==> src/rtl/core/hwj_pkg.sv <==
`timescale 1ns / 1ps

package hwj_pkg;

  // fixed field widths
  localparam int BTN_PINS  = 12;
  localparam int BTN_IDX_W = 4;
  localparam int STEP_W    = 24;
  localparam int COUNT_W   = 32;

  // default parameter values
  localparam int NUM_BUTTONS_DEF = 12;
  localparam int POS_WIDTH_DEF   = 32;

  // input command codes
  localparam logic [2:0] CMD_ENC  = 3'd0;
  localparam logic [2:0] CMD_AXIS = 3'd1;
  localparam logic [2:0] CMD_FEED = 3'd2;
  localparam logic [2:0] CMD_EMS  = 3'd3;
  localparam logic [2:0] CMD_BTN  = 3'd4;

  // configuration register indexes
  localparam logic [1:0] REG_STEP_FULL  = 2'd0;
  localparam logic [1:0] REG_STEP_MILLI = 2'd1;
  localparam logic [1:0] REG_STEP_MICRO = 2'd2;
  localparam logic [1:0] REG_STEP_NANO  = 2'd3;

  localparam logic [STEP_W-1:0] STEP_FULL_RST  = 24'd1000;
  localparam logic [STEP_W-1:0] STEP_MILLI_RST = 24'd100;
  localparam logic [STEP_W-1:0] STEP_MICRO_RST = 24'd10;
  localparam logic [STEP_W-1:0] STEP_NANO_RST  = 24'd1;

  // axis and feed selections
  localparam logic [1:0] AXIS_X = 2'd0;
  localparam logic [1:0] AXIS_Y = 2'd1;
  localparam logic [1:0] AXIS_Z = 2'd2;
  localparam logic [1:0] FEED_FULL  = 2'd0;
  localparam logic [1:0] FEED_MILLI = 2'd1;
  localparam logic [1:0] FEED_MICRO = 2'd2;
  localparam logic [1:0] FEED_NANO  = 2'd3;

  // result kinds
  localparam logic [2:0] KIND_JOG      = 3'd0;
  localparam logic [2:0] KIND_SENT     = 3'd1;
  localparam logic [2:0] KIND_BLOCKED  = 3'd2;
  localparam logic [2:0] KIND_ENGAGED  = 3'd3;
  localparam logic [2:0] KIND_RELEASED = 3'd4;

  typedef enum logic [2:0] {
    OP_NONE,
    OP_LOAD,
    OP_ENC,
    OP_AXIS,
    OP_FEED,
    OP_EMS,
    OP_JOG,
    OP_BTN
  } op_t;

  typedef struct packed {
    op_t                  op;
    logic [BTN_IDX_W-1:0] btn_idx;
  } hwj_cmd_t;

  typedef struct packed {
    logic [2:0] cmd;
    logic       ems_change;
    logic       detent;
    logic       out_free;
    logic       btn_pressed;
  } hwj_status_t;

  // quadrature transition step, index is {previous pair, new pair}
  function automatic logic signed [1:0] quad_step(input logic [3:0] idx);
    logic signed [1:0] s;
    case (idx)
      4'd1, 4'd7, 4'd8, 4'd14: s = -2'sd1;
      4'd2, 4'd4, 4'd11, 4'd13: s = 2'sd1;
      default: s = 2'sd0;
    endcase
    return s;
  endfunction

endpackage

==> src/rtl/core/hwj_ctrl.sv <==
`timescale 1ns / 1ps

module hwj_ctrl #(
  parameter int NUM_BUTTONS = hwj_pkg::NUM_BUTTONS_DEF
) (
  input  logic                clk,
  input  logic                rst,
  input  logic                s_tvalid,
  output logic                s_tready,
  input  hwj_pkg::hwj_status_t status,
  output hwj_pkg::hwj_cmd_t    cmd
);
  import hwj_pkg::*;

  localparam int BTN_SCAN = (NUM_BUTTONS < BTN_PINS) ? NUM_BUTTONS : BTN_PINS;
  localparam logic [BTN_IDX_W-1:0] BTN_LAST = BTN_IDX_W'(BTN_SCAN - 1);

  typedef enum logic [1:0] {
    S_IDLE,
    S_EXEC,
    S_JOG,
    S_SCAN
  } state_t;

  state_t               state, state_next;
  logic [BTN_IDX_W-1:0] btn_idx, btn_idx_next;
  op_t                  op;

  assign s_tready    = (state == S_IDLE);
  assign cmd.op      = op;
  assign cmd.btn_idx = btn_idx;

  always_comb begin
    state_next   = state;
    btn_idx_next = btn_idx;
    op           = OP_NONE;
    case (state)
      S_IDLE: begin
        if (s_tvalid) begin
          op         = OP_LOAD;
          state_next = S_EXEC;
        end
      end
      S_EXEC: begin
        case (status.cmd)
          CMD_ENC: begin
            op         = OP_ENC;
            state_next = S_JOG;
          end
          CMD_AXIS: begin
            op         = OP_AXIS;
            state_next = S_IDLE;
          end
          CMD_FEED: begin
            op         = OP_FEED;
            state_next = S_IDLE;
          end
          CMD_EMS: begin
            if (!status.ems_change) begin
              state_next = S_IDLE;
            end else if (status.out_free) begin
              op         = OP_EMS;
              state_next = S_IDLE;
            end
          end
          CMD_BTN: begin
            btn_idx_next = '0;
            state_next   = S_SCAN;
          end
          default: state_next = S_IDLE;
        endcase
      end
      S_JOG: begin
        if (!status.detent) begin
          state_next = S_IDLE;
        end else if (status.out_free) begin
          op         = OP_JOG;
          state_next = S_IDLE;
        end
      end
      S_SCAN: begin
        // one button per cycle, held while a report waits for the output
        if (!status.btn_pressed || status.out_free) begin
          if (status.btn_pressed) begin
            op = OP_BTN;
          end
          if (btn_idx == BTN_LAST) begin
            state_next = S_IDLE;
          end else begin
            btn_idx_next = btn_idx + 1'b1;
          end
        end
      end
      default: state_next = S_IDLE;
    endcase
  end

  always_ff @(posedge clk) begin
    if (rst) begin
      state   <= S_IDLE;
      btn_idx <= '0;
    end else begin
      state   <= state_next;
      btn_idx <= btn_idx_next;
    end
  end

endmodule

==> src/rtl/core/hwj_dp.sv <==
`timescale 1ns / 1ps

module hwj_dp #(
  parameter int NUM_BUTTONS = hwj_pkg::NUM_BUTTONS_DEF,
  parameter int POS_WIDTH   = hwj_pkg::POS_WIDTH_DEF
) (
  input  logic                clk,
  input  logic                rst,
  input  hwj_pkg::hwj_cmd_t    cmd,
  output hwj_pkg::hwj_status_t status,
  input  logic                cfg_valid,
  input  logic [1:0]          cfg_index,
  input  logic [23:0]         cfg_data,
  input  logic [23:0]         s_tdata,
  input  logic [2:0]          s_tuser,
  output logic                m_tvalid,
  input  logic                m_tready,
  output logic [103:0]        m_tdata,
  output logic [2:0]          m_tuser,
  output logic                m_tlast
);
  import hwj_pkg::*;

  localparam int BTN_SCAN = (NUM_BUTTONS < BTN_PINS) ? NUM_BUTTONS : BTN_PINS;
  localparam int SUM_W    = ((POS_WIDTH > STEP_W + 1) ? POS_WIDTH : STEP_W + 1) + 1;
  localparam logic signed [SUM_W-1:0] POS_MAX = SUM_W'((64'sd1 <<< (POS_WIDTH - 1)) - 64'sd1);
  localparam logic signed [SUM_W-1:0] POS_MIN = -POS_MAX - SUM_W'(1);

  // step registers
  logic [STEP_W-1:0] step_full, step_milli, step_micro, step_nano;

  // captured item
  logic [2:0]          in_cmd;
  logic [1:0]          in_ab;
  logic [2:0]          in_axis_low;
  logic [2:0]          in_feed_low;
  logic                in_ems;
  logic [BTN_SCAN-1:0] in_pressed;

  // block state
  logic [1:0]               prev_ab;
  logic signed [3:0]        detent_acc;
  logic [COUNT_W-1:0]       wheel_detents;
  logic signed [POS_WIDTH-1:0] position [3];
  logic [1:0]               sel_axis;
  logic [1:0]               sel_feed;
  logic signed [1:0]        direction;
  logic                     emergency;
  logic [BTN_SCAN-1:0]      toggle_bits;
  logic                     detent;

  // result register
  logic [2:0]          out_kind;
  logic [1:0]          out_axis;
  logic [1:0]          out_dir;
  logic [STEP_W-1:0]   out_size;
  logic [31:0]         out_pos;
  logic [COUNT_W-1:0]  out_count;
  logic [BTN_IDX_W-1:0] out_idx;
  logic                out_off;
  logic                out_last;

  logic                     out_free;
  logic                     out_load;
  logic signed [3:0]        acc_sum;
  logic [STEP_W-1:0]        feed_step;
  logic signed [POS_WIDTH-1:0] pos_cur;
  logic signed [SUM_W-1:0]  delta;
  logic signed [SUM_W-1:0]  pos_sum;
  logic signed [POS_WIDTH-1:0] pos_sat;
  logic [BTN_SCAN-1:0]      btn_sel;
  logic                     btn_rest;

  assign out_free = !m_tvalid || m_tready;
  assign out_load = (cmd.op == OP_JOG) || (cmd.op == OP_EMS) || (cmd.op == OP_BTN);

  assign acc_sum = detent_acc + 4'(quad_step({prev_ab, in_ab}));

  always_comb begin
    case (sel_feed)
      FEED_FULL:  feed_step = step_full;
      FEED_MILLI: feed_step = step_milli;
      FEED_MICRO: feed_step = step_micro;
      default:    feed_step = step_nano;
    endcase
  end

  // add the signed step and clamp to the position range
  always_comb begin
    pos_cur = position[AXIS_X];
    case (sel_axis)
      AXIS_Y:  pos_cur = position[AXIS_Y];
      AXIS_Z:  pos_cur = position[AXIS_Z];
      default: pos_cur = position[AXIS_X];
    endcase
    delta = SUM_W'($signed({1'b0, feed_step}));
    if (direction < 0) begin
      delta = -delta;
    end
    pos_sum = SUM_W'(pos_cur) + delta;
    if (pos_sum > POS_MAX) begin
      pos_sat = POS_WIDTH'(POS_MAX);
    end else if (pos_sum < POS_MIN) begin
      pos_sat = POS_WIDTH'(POS_MIN);
    end else begin
      pos_sat = POS_WIDTH'(pos_sum);
    end
  end

  always_comb begin
    btn_rest = 1'b0;
    for (int i = 0; i < BTN_SCAN; i++) begin
      btn_sel[i] = (BTN_IDX_W'(i) == cmd.btn_idx);
      btn_rest   = btn_rest | (in_pressed[i] & (BTN_IDX_W'(i) > cmd.btn_idx));
    end
  end

  assign status.cmd         = in_cmd;
  assign status.ems_change  = (in_ems != emergency);
  assign status.detent      = detent;
  assign status.out_free    = out_free;
  assign status.btn_pressed = |(in_pressed & btn_sel);

  always_ff @(posedge clk) begin
    if (rst) begin
      step_full     <= STEP_FULL_RST;
      step_milli    <= STEP_MILLI_RST;
      step_micro    <= STEP_MICRO_RST;
      step_nano     <= STEP_NANO_RST;
      prev_ab       <= '0;
      detent_acc    <= '0;
      wheel_detents <= '0;
      position[AXIS_X] <= '0;
      position[AXIS_Y] <= '0;
      position[AXIS_Z] <= '0;
      sel_axis      <= AXIS_X;
      sel_feed      <= FEED_NANO;
      direction     <= '0;
      emergency     <= 1'b0;
      toggle_bits   <= '0;
      detent        <= 1'b0;
      m_tvalid      <= 1'b0;
    end else begin
      if (cfg_valid) begin
        case (cfg_index)
          REG_STEP_FULL:  step_full  <= cfg_data;
          REG_STEP_MILLI: step_milli <= cfg_data;
          REG_STEP_MICRO: step_micro <= cfg_data;
          REG_STEP_NANO:  step_nano  <= cfg_data;
          default: ;
        endcase
      end
      case (cmd.op)
        OP_ENC: begin
          detent <= 1'b0;
          if (!emergency && (in_ab != prev_ab)) begin
            prev_ab <= in_ab;
            if ((acc_sum == 4'sd4) || (acc_sum == -4'sd4)) begin
              detent     <= 1'b1;
              detent_acc <= '0;
              direction  <= (acc_sum > 0) ? 2'sd1 : -2'sd1;
            end else begin
              detent_acc <= acc_sum;
            end
          end
        end
        OP_AXIS: begin
          if (!in_axis_low[1]) begin
            sel_axis <= AXIS_Y;
          end else if (!in_axis_low[2]) begin
            sel_axis <= AXIS_Z;
          end else if (!in_axis_low[0]) begin
            sel_axis <= AXIS_X;
          end
          direction <= '0;
        end
        OP_FEED: begin
          if (!in_feed_low[0]) begin
            sel_feed <= FEED_FULL;
          end else if (!in_feed_low[1]) begin
            sel_feed <= FEED_MILLI;
          end else if (!in_feed_low[2]) begin
            sel_feed <= FEED_MICRO;
          end else begin
            sel_feed <= FEED_NANO;
          end
        end
        OP_EMS: emergency <= in_ems;
        OP_JOG: begin
          detent <= 1'b0;
          wheel_detents <= (direction > 0) ? wheel_detents + 1'b1 : wheel_detents - 1'b1;
          case (sel_axis)
            AXIS_Y:  position[AXIS_Y] <= pos_sat;
            AXIS_Z:  position[AXIS_Z] <= pos_sat;
            default: position[AXIS_X] <= pos_sat;
          endcase
        end
        OP_BTN: begin
          if (!emergency) begin
            toggle_bits <= toggle_bits ^ btn_sel;
          end
        end
        default: ;
      endcase
      if (out_load) begin
        m_tvalid <= 1'b1;
      end else if (m_tready) begin
        m_tvalid <= 1'b0;
      end
    end
  end

  // item capture and result payload
  always_ff @(posedge clk) begin
    if (cmd.op == OP_LOAD) begin
      in_cmd      <= s_tuser;
      in_ab       <= {s_tdata[0], s_tdata[1]};
      in_axis_low <= s_tdata[4:2];
      in_feed_low <= s_tdata[7:5];
      in_ems      <= s_tdata[8];
      in_pressed  <= ~s_tdata[9 +: BTN_SCAN];
    end
    if (out_load) begin
      out_axis  <= '0;
      out_dir   <= '0;
      out_size  <= '0;
      out_pos   <= '0;
      out_count <= '0;
      out_idx   <= '0;
      out_off   <= 1'b0;
      out_last  <= 1'b1;
      case (cmd.op)
        OP_JOG: begin
          out_kind  <= KIND_JOG;
          out_axis  <= sel_axis;
          out_dir   <= direction;
          out_size  <= feed_step;
          out_pos   <= 32'(pos_sat);
          out_count <= (direction > 0) ? wheel_detents + 1'b1 : wheel_detents - 1'b1;
        end
        OP_EMS: out_kind <= in_ems ? KIND_ENGAGED : KIND_RELEASED;
        default: begin
          out_kind <= emergency ? KIND_BLOCKED : KIND_SENT;
          out_idx  <= cmd.btn_idx;
          out_off  <= |(toggle_bits & btn_sel);
          out_last <= !btn_rest;
        end
      endcase
    end
  end

  assign m_tdata = {7'd0, out_off, out_idx, out_count, out_pos, out_size, out_dir, out_axis};
  assign m_tuser = out_kind;
  assign m_tlast = out_last;

endmodule

==> src/rtl/core/handwheel_jog_controller.sv <==
`timescale 1ns / 1ps
// channel  | signals                                  | carries
// s        | s_tvalid s_tready s_tdata s_tuser        | pin samples and events
// m        | m_tvalid m_tready m_tdata m_tuser m_tlast | jog, button and emergency reports
// cfg      | cfg_valid cfg_ready cfg_index cfg_data   | step size register writes
//
// items pass load and execute; encoder samples then jog, and button samples then scan
// min(NUM_BUTTONS, 12) buttons, one a cycle unless stalled. rst is synchronous and
// clears all state at once but the captured item and result payload; steps return to
// their defaults. a result waits in the output register while m_tready is low; a new
// item is still taken, and the block stalls only when it has a further result to place.

module handwheel_jog_controller #(
  parameter int NUM_BUTTONS = hwj_pkg::NUM_BUTTONS_DEF,
  parameter int POS_WIDTH   = hwj_pkg::POS_WIDTH_DEF
) (
  input  logic         clk,
  input  logic         rst,
  input  logic         s_tvalid,
  output logic         s_tready,
  // enc_a, enc_b, axis_x_low, axis_y_low, axis_z_low, feed_full_low,
  // feed_milli_low, feed_micro_low, ems_level, buttons_low[11:0], zero fill
  input  logic [23:0]  s_tdata,
  // command
  input  logic [2:0]   s_tuser,
  output logic         m_tvalid,
  input  logic         m_tready,
  // axis, step_dir, step_size, axis_position, wheel_count, button_index,
  // off_phase, zero fill
  output logic [103:0] m_tdata,
  // kind
  output logic [2:0]   m_tuser,
  output logic         m_tlast,
  input  logic         cfg_valid,
  output logic         cfg_ready,
  input  logic [1:0]   cfg_index,
  input  logic [23:0]  cfg_data
);
  import hwj_pkg::*;

  localparam int BTN_SCAN = (NUM_BUTTONS < BTN_PINS) ? NUM_BUTTONS : BTN_PINS;

  hwj_cmd_t    cmd;
  hwj_status_t status;

  assign cfg_ready = 1'b1;

  hwj_ctrl #(
    .NUM_BUTTONS (NUM_BUTTONS)
  ) u_ctrl (
    .clk      (clk),
    .rst      (rst),
    .s_tvalid (s_tvalid),
    .s_tready (s_tready),
    .status   (status),
    .cmd      (cmd)
  );

  hwj_dp #(
    .NUM_BUTTONS (NUM_BUTTONS),
    .POS_WIDTH   (POS_WIDTH)
  ) u_dp (
    .clk       (clk),
    .rst       (rst),
    .cmd       (cmd),
    .status    (status),
    .cfg_valid (cfg_valid),
    .cfg_index (cfg_index),
    .cfg_data  (cfg_data),
    .s_tdata   (s_tdata),
    .s_tuser   (s_tuser),
    .m_tvalid  (m_tvalid),
    .m_tready  (m_tready),
    .m_tdata   (m_tdata),
    .m_tuser   (m_tuser),
    .m_tlast   (m_tlast)
  );

  // an accepted item keeps the block busy in the next cycle
  a_busy_after_accept: assert property (@(posedge clk) disable iff (rst)
    s_tvalid && s_tready |=> !s_tready)
    else $error("input taken on consecutive cycles");

  // a jog report always carries a direction of plus or minus one
  a_jog_dir: assert property (@(posedge clk) disable iff (rst)
    m_tvalid && (m_tuser == KIND_JOG) |-> (m_tdata[3:2] == 2'b01) || (m_tdata[3:2] == 2'b11))
    else $error("jog report without direction");

  // button reports stay within the scanned buttons
  a_btn_idx: assert property (@(posedge clk) disable iff (rst)
    m_tvalid && ((m_tuser == KIND_SENT) || (m_tuser == KIND_BLOCKED))
    |-> (m_tdata[95:92] < BTN_IDX_W'(BTN_SCAN)))
    else $error("button index out of range");

endmodule

==> config.mk <==
export PLATFORM = sky130hd
export DESIGN_NAME = handwheel_jog_controller
export DESIGN_NICKNAME = d
export VERILOG_FILES = /design/src/rtl/core/hwj_pkg.sv /design/src/rtl/core/hwj_ctrl.sv /design/src/rtl/core/hwj_dp.sv /design/src/rtl/core/handwheel_jog_controller.sv
export SDC_FILE = /design/constraint.sdc
export NUM_CORES = 1
export LEC_CHECK = 0
export BUFFER_PORTS_ARGS = -buffer_cell sky130_fd_sc_hd__buf_2
export CORE_ASPECT_RATIO = 1.5
export CORE_MARGIN = 2
export CORE_UTILIZATION = 60
export DETAILED_ROUTE_END_ITERATION = 6
export MAX_ROUTING_LAYER = met4
export PLACE_DENSITY = 0.77
export SLEW_MARGIN = 25
export SYNTH_ARGS = -nofsm -noshare
export SYNTH_HDL_FRONTEND = slang
export SYNTH_SLANG_ARGS = --single-unit
==> constraint.sdc <==
create_clock -name clk -period 6.95 [get_ports clk]
set_clock_uncertainty 0.2 [all_clocks]
set_input_delay 0.695 -clock clk [delete_from_list [all_inputs] [get_ports clk]]
set_output_delay 0.695 -clock clk [all_outputs]
set_load 0.05 [all_outputs]
-- Yosys cells after proc, flatten, opt, wreduce, memory -nomap -nowiden
Memories as Yosys holds them, arrays and structs flattened.
Cells that the tools add are included.
- flip-flop bits (word level): 286
- bits in latches: 0
- bits in writable memories: 96
- memory bits (read-only): 32
- output and inout bits: 111
- logic and storage cells: 228
- memories: 2
- add/subtract/negate cells: 6
- multiply operators: 0
- divide/modulo/power cells: 0
- magnitude comparators: 17
- eq/ne operators: 45
- shifts and indexed selects: 0
- muxes and demuxes: 63
- bitwise operators: 31
- reductions and logical operators: 33
- memories (name ; words ; bits a word ; rd ports ; clocked after Yosys merged registers in ; write ports ; line ; source):
    u_dp.position ; 3 ; 32 ; 3 ; 0 ; 3 ; hwj_dp.sv:44 ; logic signed [POS_WIDTH-1:0] position [3];
    (no name shown) ; 16 ; 2 ; 1 ; 0 ; 0 ; hwj_pkg.sv:76 ; case (idx)
- operators by type and width (kind ; number):
    32-bit 2-to-1 mux ; 6
    24-bit case mux with 3 select lines ; 1
    32-bit case mux with 2 select lines ; 1
    32-bit by 33-bit adder with 33-bit output ; 1
    33-bit by 32-bit greater-than comparator with 1-bit output (second input constant) ; 1
    33-bit by 32-bit < comparator with 1-bit output (second input constant) ; 1
    33-bit 2-to-1 mux ; 1
    24-bit negator with 33-bit output ; 1
    32-bit by 1-bit adder with 32-bit output (second input constant) ; 1
    32-bit by 1-bit subtractor with 32-bit output (second input constant) ; 1
    2-bit 2-to-1 mux ; 15
    12-bit AND ; 2
    3-bit case mux with 4 select lines ; 2
    12-bit OR reduction ; 2
    3-bit 2-to-1 mux ; 7
    1-bit 2-to-1 mux ; 20
    3-bit by 4-bit == test with 1-bit output (first input constant) ; 4
    4-bit == test (first input constant) ; 4
    3-bit by 4-bit greater-than comparator with 1-bit output (first input constant) ; 4
    4-bit greater-than comparator (first input constant) ; 4
    4-bit 2-to-1 mux ; 4
    3-bit == test (second input constant) ; 5
    1-bit bitwise OR ; 14
    2-bit AND reduction ; 7
    other kinds (40) ; 86

-- Depth between registers and ports, before layout
- word-level depth: 14
- gate-level depth with buffers: 24
- mapped depth without buffers: 19

-- Hierarchy
From an unflattened synthesis, not the netlist that was laid out.
- cells, all modules: 1940
- area total of the unflattened synthesis: 19225.9 um2
- modules (own cells, without submodules) (module ; times used ; cells an instance ; area each (um2)):
    hwj_dp ; 1 ; 1878 ; 18743.0
    hwj_ctrl ; 1 ; 60 ; 471.7
    handwheel_jog_controller ; 1 ; 2 ; 11.3

-- Worst setup path after synthesis
No wires, ideal clock.
- path type: reg-to-reg
- from: register u_dp.sel_feed[1]
- to: memory u_dp.position[0][21] in the netlist's numbering (data pin)
- setup time: 0.270 ns
- arrival time: 5.497 ns
- required time: 6.480 ns
- path slack: 0.983 ns
- cell stages (with the launch flop): 24
- path buffers: 5
- period minus slack after synthesis: 5.967 ns
- cells stage by stage: dfxtp_1 > clkbuf_1 > clkbuf_1 > mux4_2 > or2_2 > or3_1 > or4_1 > or2_1 > or2_1 > clkbuf_1 > o21ai_1 > xnor2_1 > ha_1 > clkbuf_1 > o21a_1 > o21ai_0 > a21oi_1 > a311oi_1 > o21ai_0 > a221oi_1 > xnor2_1 > o21ai_2 > buf_2 > o21ai_1
- RTL lines (element ; line ; source):
    from (decl) ; hwj_dp.sv:46 ; logic [1:0] sel_feed;
    from (signal assigned) ; hwj_dp.sv:137 ; sel_feed <= FEED_NANO;
    from (signal assigned) ; hwj_dp.sv:179 ; sel_feed <= FEED_FULL;
    from (signal assigned) ; hwj_dp.sv:181 ; sel_feed <= FEED_MILLI;
    to (decl) ; hwj_dp.sv:44 ;

==> results.ini <==
[outcome]
outcome=finished, final reports clean

[grt]
largest_net_degree_at_the_start_of_global_routing=114
first_pass_grt_wire_length_microns=74300
groute.usage.overall=0.289
grt_overflow=0
first_global_vias=14837
initial_antenna_violation_count=7

[finish]
final.fill_count=2484
area_delta_synth_final_pct=11.9
num-nets-final=2175
finish.utilization=0.679
drive_above_1_share=0.143

[worst_setup_path]
type_of_the_worst_setup_path=reg -> reg
cp_slowest_cell=mux4_2
crit_path_end_kind=flip-flop
start_kind=flip-flop
critPathMaxFanout=31
critical_path_buf_inv_count=2
critPathTopFamily=simple AND/OR/NAND/NOR gates
path_cells=buf_12 -> mux4_2 -> or2_2 -> or3_1 -> or4_1 -> or2_1 -> or2_1 -> nand2_1 -> xnor2_1 -> ha_1 -> a21o_1 -> a22oi_1 -> a21oi_1 -> a311oi_1 -> o21ai_0 -> a221oi_1 -> xnor2_1 -> o21ai_2 -> buf_12 -> o21ai_0
cp_slowest_stage_delay_ps=610
cp.required_ps=7090
timing.critical_path.arrival_ps=6680

[floorplan]
start_util=0.606
placementRows=80
die-area_sq_um=33400
chipWidth_microns=150
top_level_ports=169
fp.dieH_microns=223
core_region_area_sq_um=31600

[synthesis]
yosysUniqueCellTypes=73
synth_sequential_area_ratio=0.514
synthCells=1923
synth-edff-count=221
synth_area_sq_um=19200
synth_area_leaders=edfxtp_1 35%, dfxtp_1 17%, nand2_1 6.6%, ha_1 5.7%, a21oi_1 4.6%
synth_flop_cell=edfxtp_1
synth_largest_type_area_fraction=0.346
post-synth-top-area-cell=edfxtp_1
yosys.cell_count.top_type=nand2_1
postSynthAreaPerCell_sq_um=9.98
yosysWarnings=0
synth.top_cells.by_count=335 x nand2_1, 221 x edfxtp_1, 177 x a21oi_1
synth-seq-cells=382
asyncSetResetFlopFracSynth=0

[clock_tree]
clock_insertion_delay_worst_skew_ps=550
cts_h_tree_lvls=2
clkTransAtPathRegs_ps=70
bufs_on_longest_clock_path=3
tritoncts.num_buffers=36
cts_tree=done
clkSinkCount=382
clk_root_buffer_cell=clkbuf_16

[power_and_ir_drop]
peakVddDrop_mv=0.193
power.leakage_nw=8.70
power.density_nw_per_um2=234

[route]
avgRoutedWirePerCell_microns=19.1
wl_microns=47200
drt-initial-drc-count=956
drt-vias-per-instance=5.99
detailedRoute.firstPassIterationCount=5
via_count=14810
ant_nets=0
drt_drc_violations_left=0

[placement]
post_place_setup_slack_ps=462
port-buffer-count=157
dp.final_hpwl_microns=32200
routabilityCongestion=0.942

[timing]
final-max-slew-violation-count=0
slew-limit-headroom=0.299
worstMarginPinSlew_ps=1050
layout_worst_path_cycle_share=0.941
min_period_ps=6540
hold_viol_final=0
setup_viol_count_final=0
setup-tns-final_ps=0
maxClockFrequency_mhz=153
setup_repair_after_global_routing_missed_its_margin=false
final.setup.worst_slack_ps=408

[job]
drv_cap=0

[min_path]
timing.hold.worst.class=in -> reg

-- worst paths after layout --
path / startpoint / endpoint / slack (ps) / cells after the start
min reg2reg: u_dp.step_micro[22] / u_dp.step_micro[22] / 250 / 2
max reg2reg: u_dp.sel_feed[0] / u_dp.position[0][34] / 410 / 20
min: s_tuser[2] / u_dp.in_cmd[2] / 130 / 1
max: u_dp.sel_feed[0] / u_dp.position[0][34] / 410 / 20
-- routing by layer --
layer / track usage / vias up / part of all wire / routed length (microns)
met5: - / - / 0 / 0
met4: 0.131 / 0 / 0.039 / 1860
met3: 0.0431 / 140 / 0.058 / 2750
met2: 0.516 / 484 / 0.53 / 25200
met1: 0.314 / 7058 / 0.37 / 17400
li1: - / 7128 / - / -
-- cells in the final DEF, fill, tap and decap left out, types with 22 or more instances in the layout --
cell type	netlist	final
clkbuf_16	0	36
buf_4	10	22
edfxtp_1	221	221
mux2i_1	22	22
inv_1	64	63
xnor2_1	65	65
a22oi_1	36	36
nand3_1	34	33
nand2_1	335	330
o21ai_0	89	89
a21o_1	29	29
and3_1	37	36
o21ai_1	62	62
mux4_2	25	25
dfxtp_1	161	161
xor2_1	22	22
nor2_1	94	93
buf_2	10	156
a21oi_1	177	177
ha_1	87	87
-- where the power goes --
group / leakage, nW / switching, mW / internal, mW
clock: 0.581 / 0.859 / 1.17
sequential: 3.50 / 0.0368 / 2.46
combinational: 4.62 / 0.341 / 0.152
-- through the flow --
| step | hold WS [ps] | total power [mW] | std cells | area (sq um) |
|---|---|---|---|---|
| 2_1_floorplan | 233 | 2.90 | 1929 | 19200 |
| 3_3_place_gp | 239 | 3.02 | 2399 | 20200 |
| 3_5_place_dp | 245 | 3.04 | 2399 | 20200 |
| 4_1_cts | 114 | 5.05 | 2464 | 21400 |
| 5_1_grt | 111 | 5.18 | 2471 | 21500 |
| 6_report | 128 | 5.02 | 2474 | 21500 |
-- final cells by class --
class | instances | area (sq um) | area share
flip-flops and latches | 382 | 9860 | 0.459
multi-input cells | 1360 | 8600 | 0.401
repair buffers | 183 | 1030 | 0.0479
clock buffers | 46 | 960 | 0.0447
well taps | 410 | 513 | 0.0239
clock inverters | 19 | 245 | 0.0114
inverters | 64 | 240 | 0.0112
diodes | 10 | 25.0 | 0.00117
-- state kept, by name, summed over array words and instances (netlist names), 3 cells and up --
register	flops
u_dp.out_size	24
u_dp.in_axis_low	3
u_dp.step_milli	24
u_dp.in_cmd	3
u_dp.out_pos	32
u_dp.wheel_detents	32
u_dp.step_full	24
u_dp.step_micro	24
u_dp.out_count	32
u_dp.position	96
u_dp.step_nano	24
u_dp.toggle_bits	12
u_dp.detent_acc	4
u_ctrl.btn_idx	4
u_dp.in_pressed	12
u_dp.in_feed_low	3
u_dp.m_tuser	3
u_dp.out_idx	4
-- cell families after synthesis --
logic type / after synthesis / share of synthesized area
adders and majority gates: 90 / 0.0599
AOI/OAI and AO/OA: 507 / 0.158
muxes: 49 / 0.0420
buffers and inverters: 187 / 0.0408
other: 2 / 0.000391
xor gates and xnor gates: 88 / 0.0406
and+or+nand+nor: 618 / 0.144
DFF: 382 / 0.514
-- what timing repair did --
item	4_1_cts	5_1_grt
endpoints found under the setup margin	0	22
hold buffers	0	0
setup buffers	0	0
gates resized for setup	0	2
No activity file was read; power rests on OpenSTA's default activity.
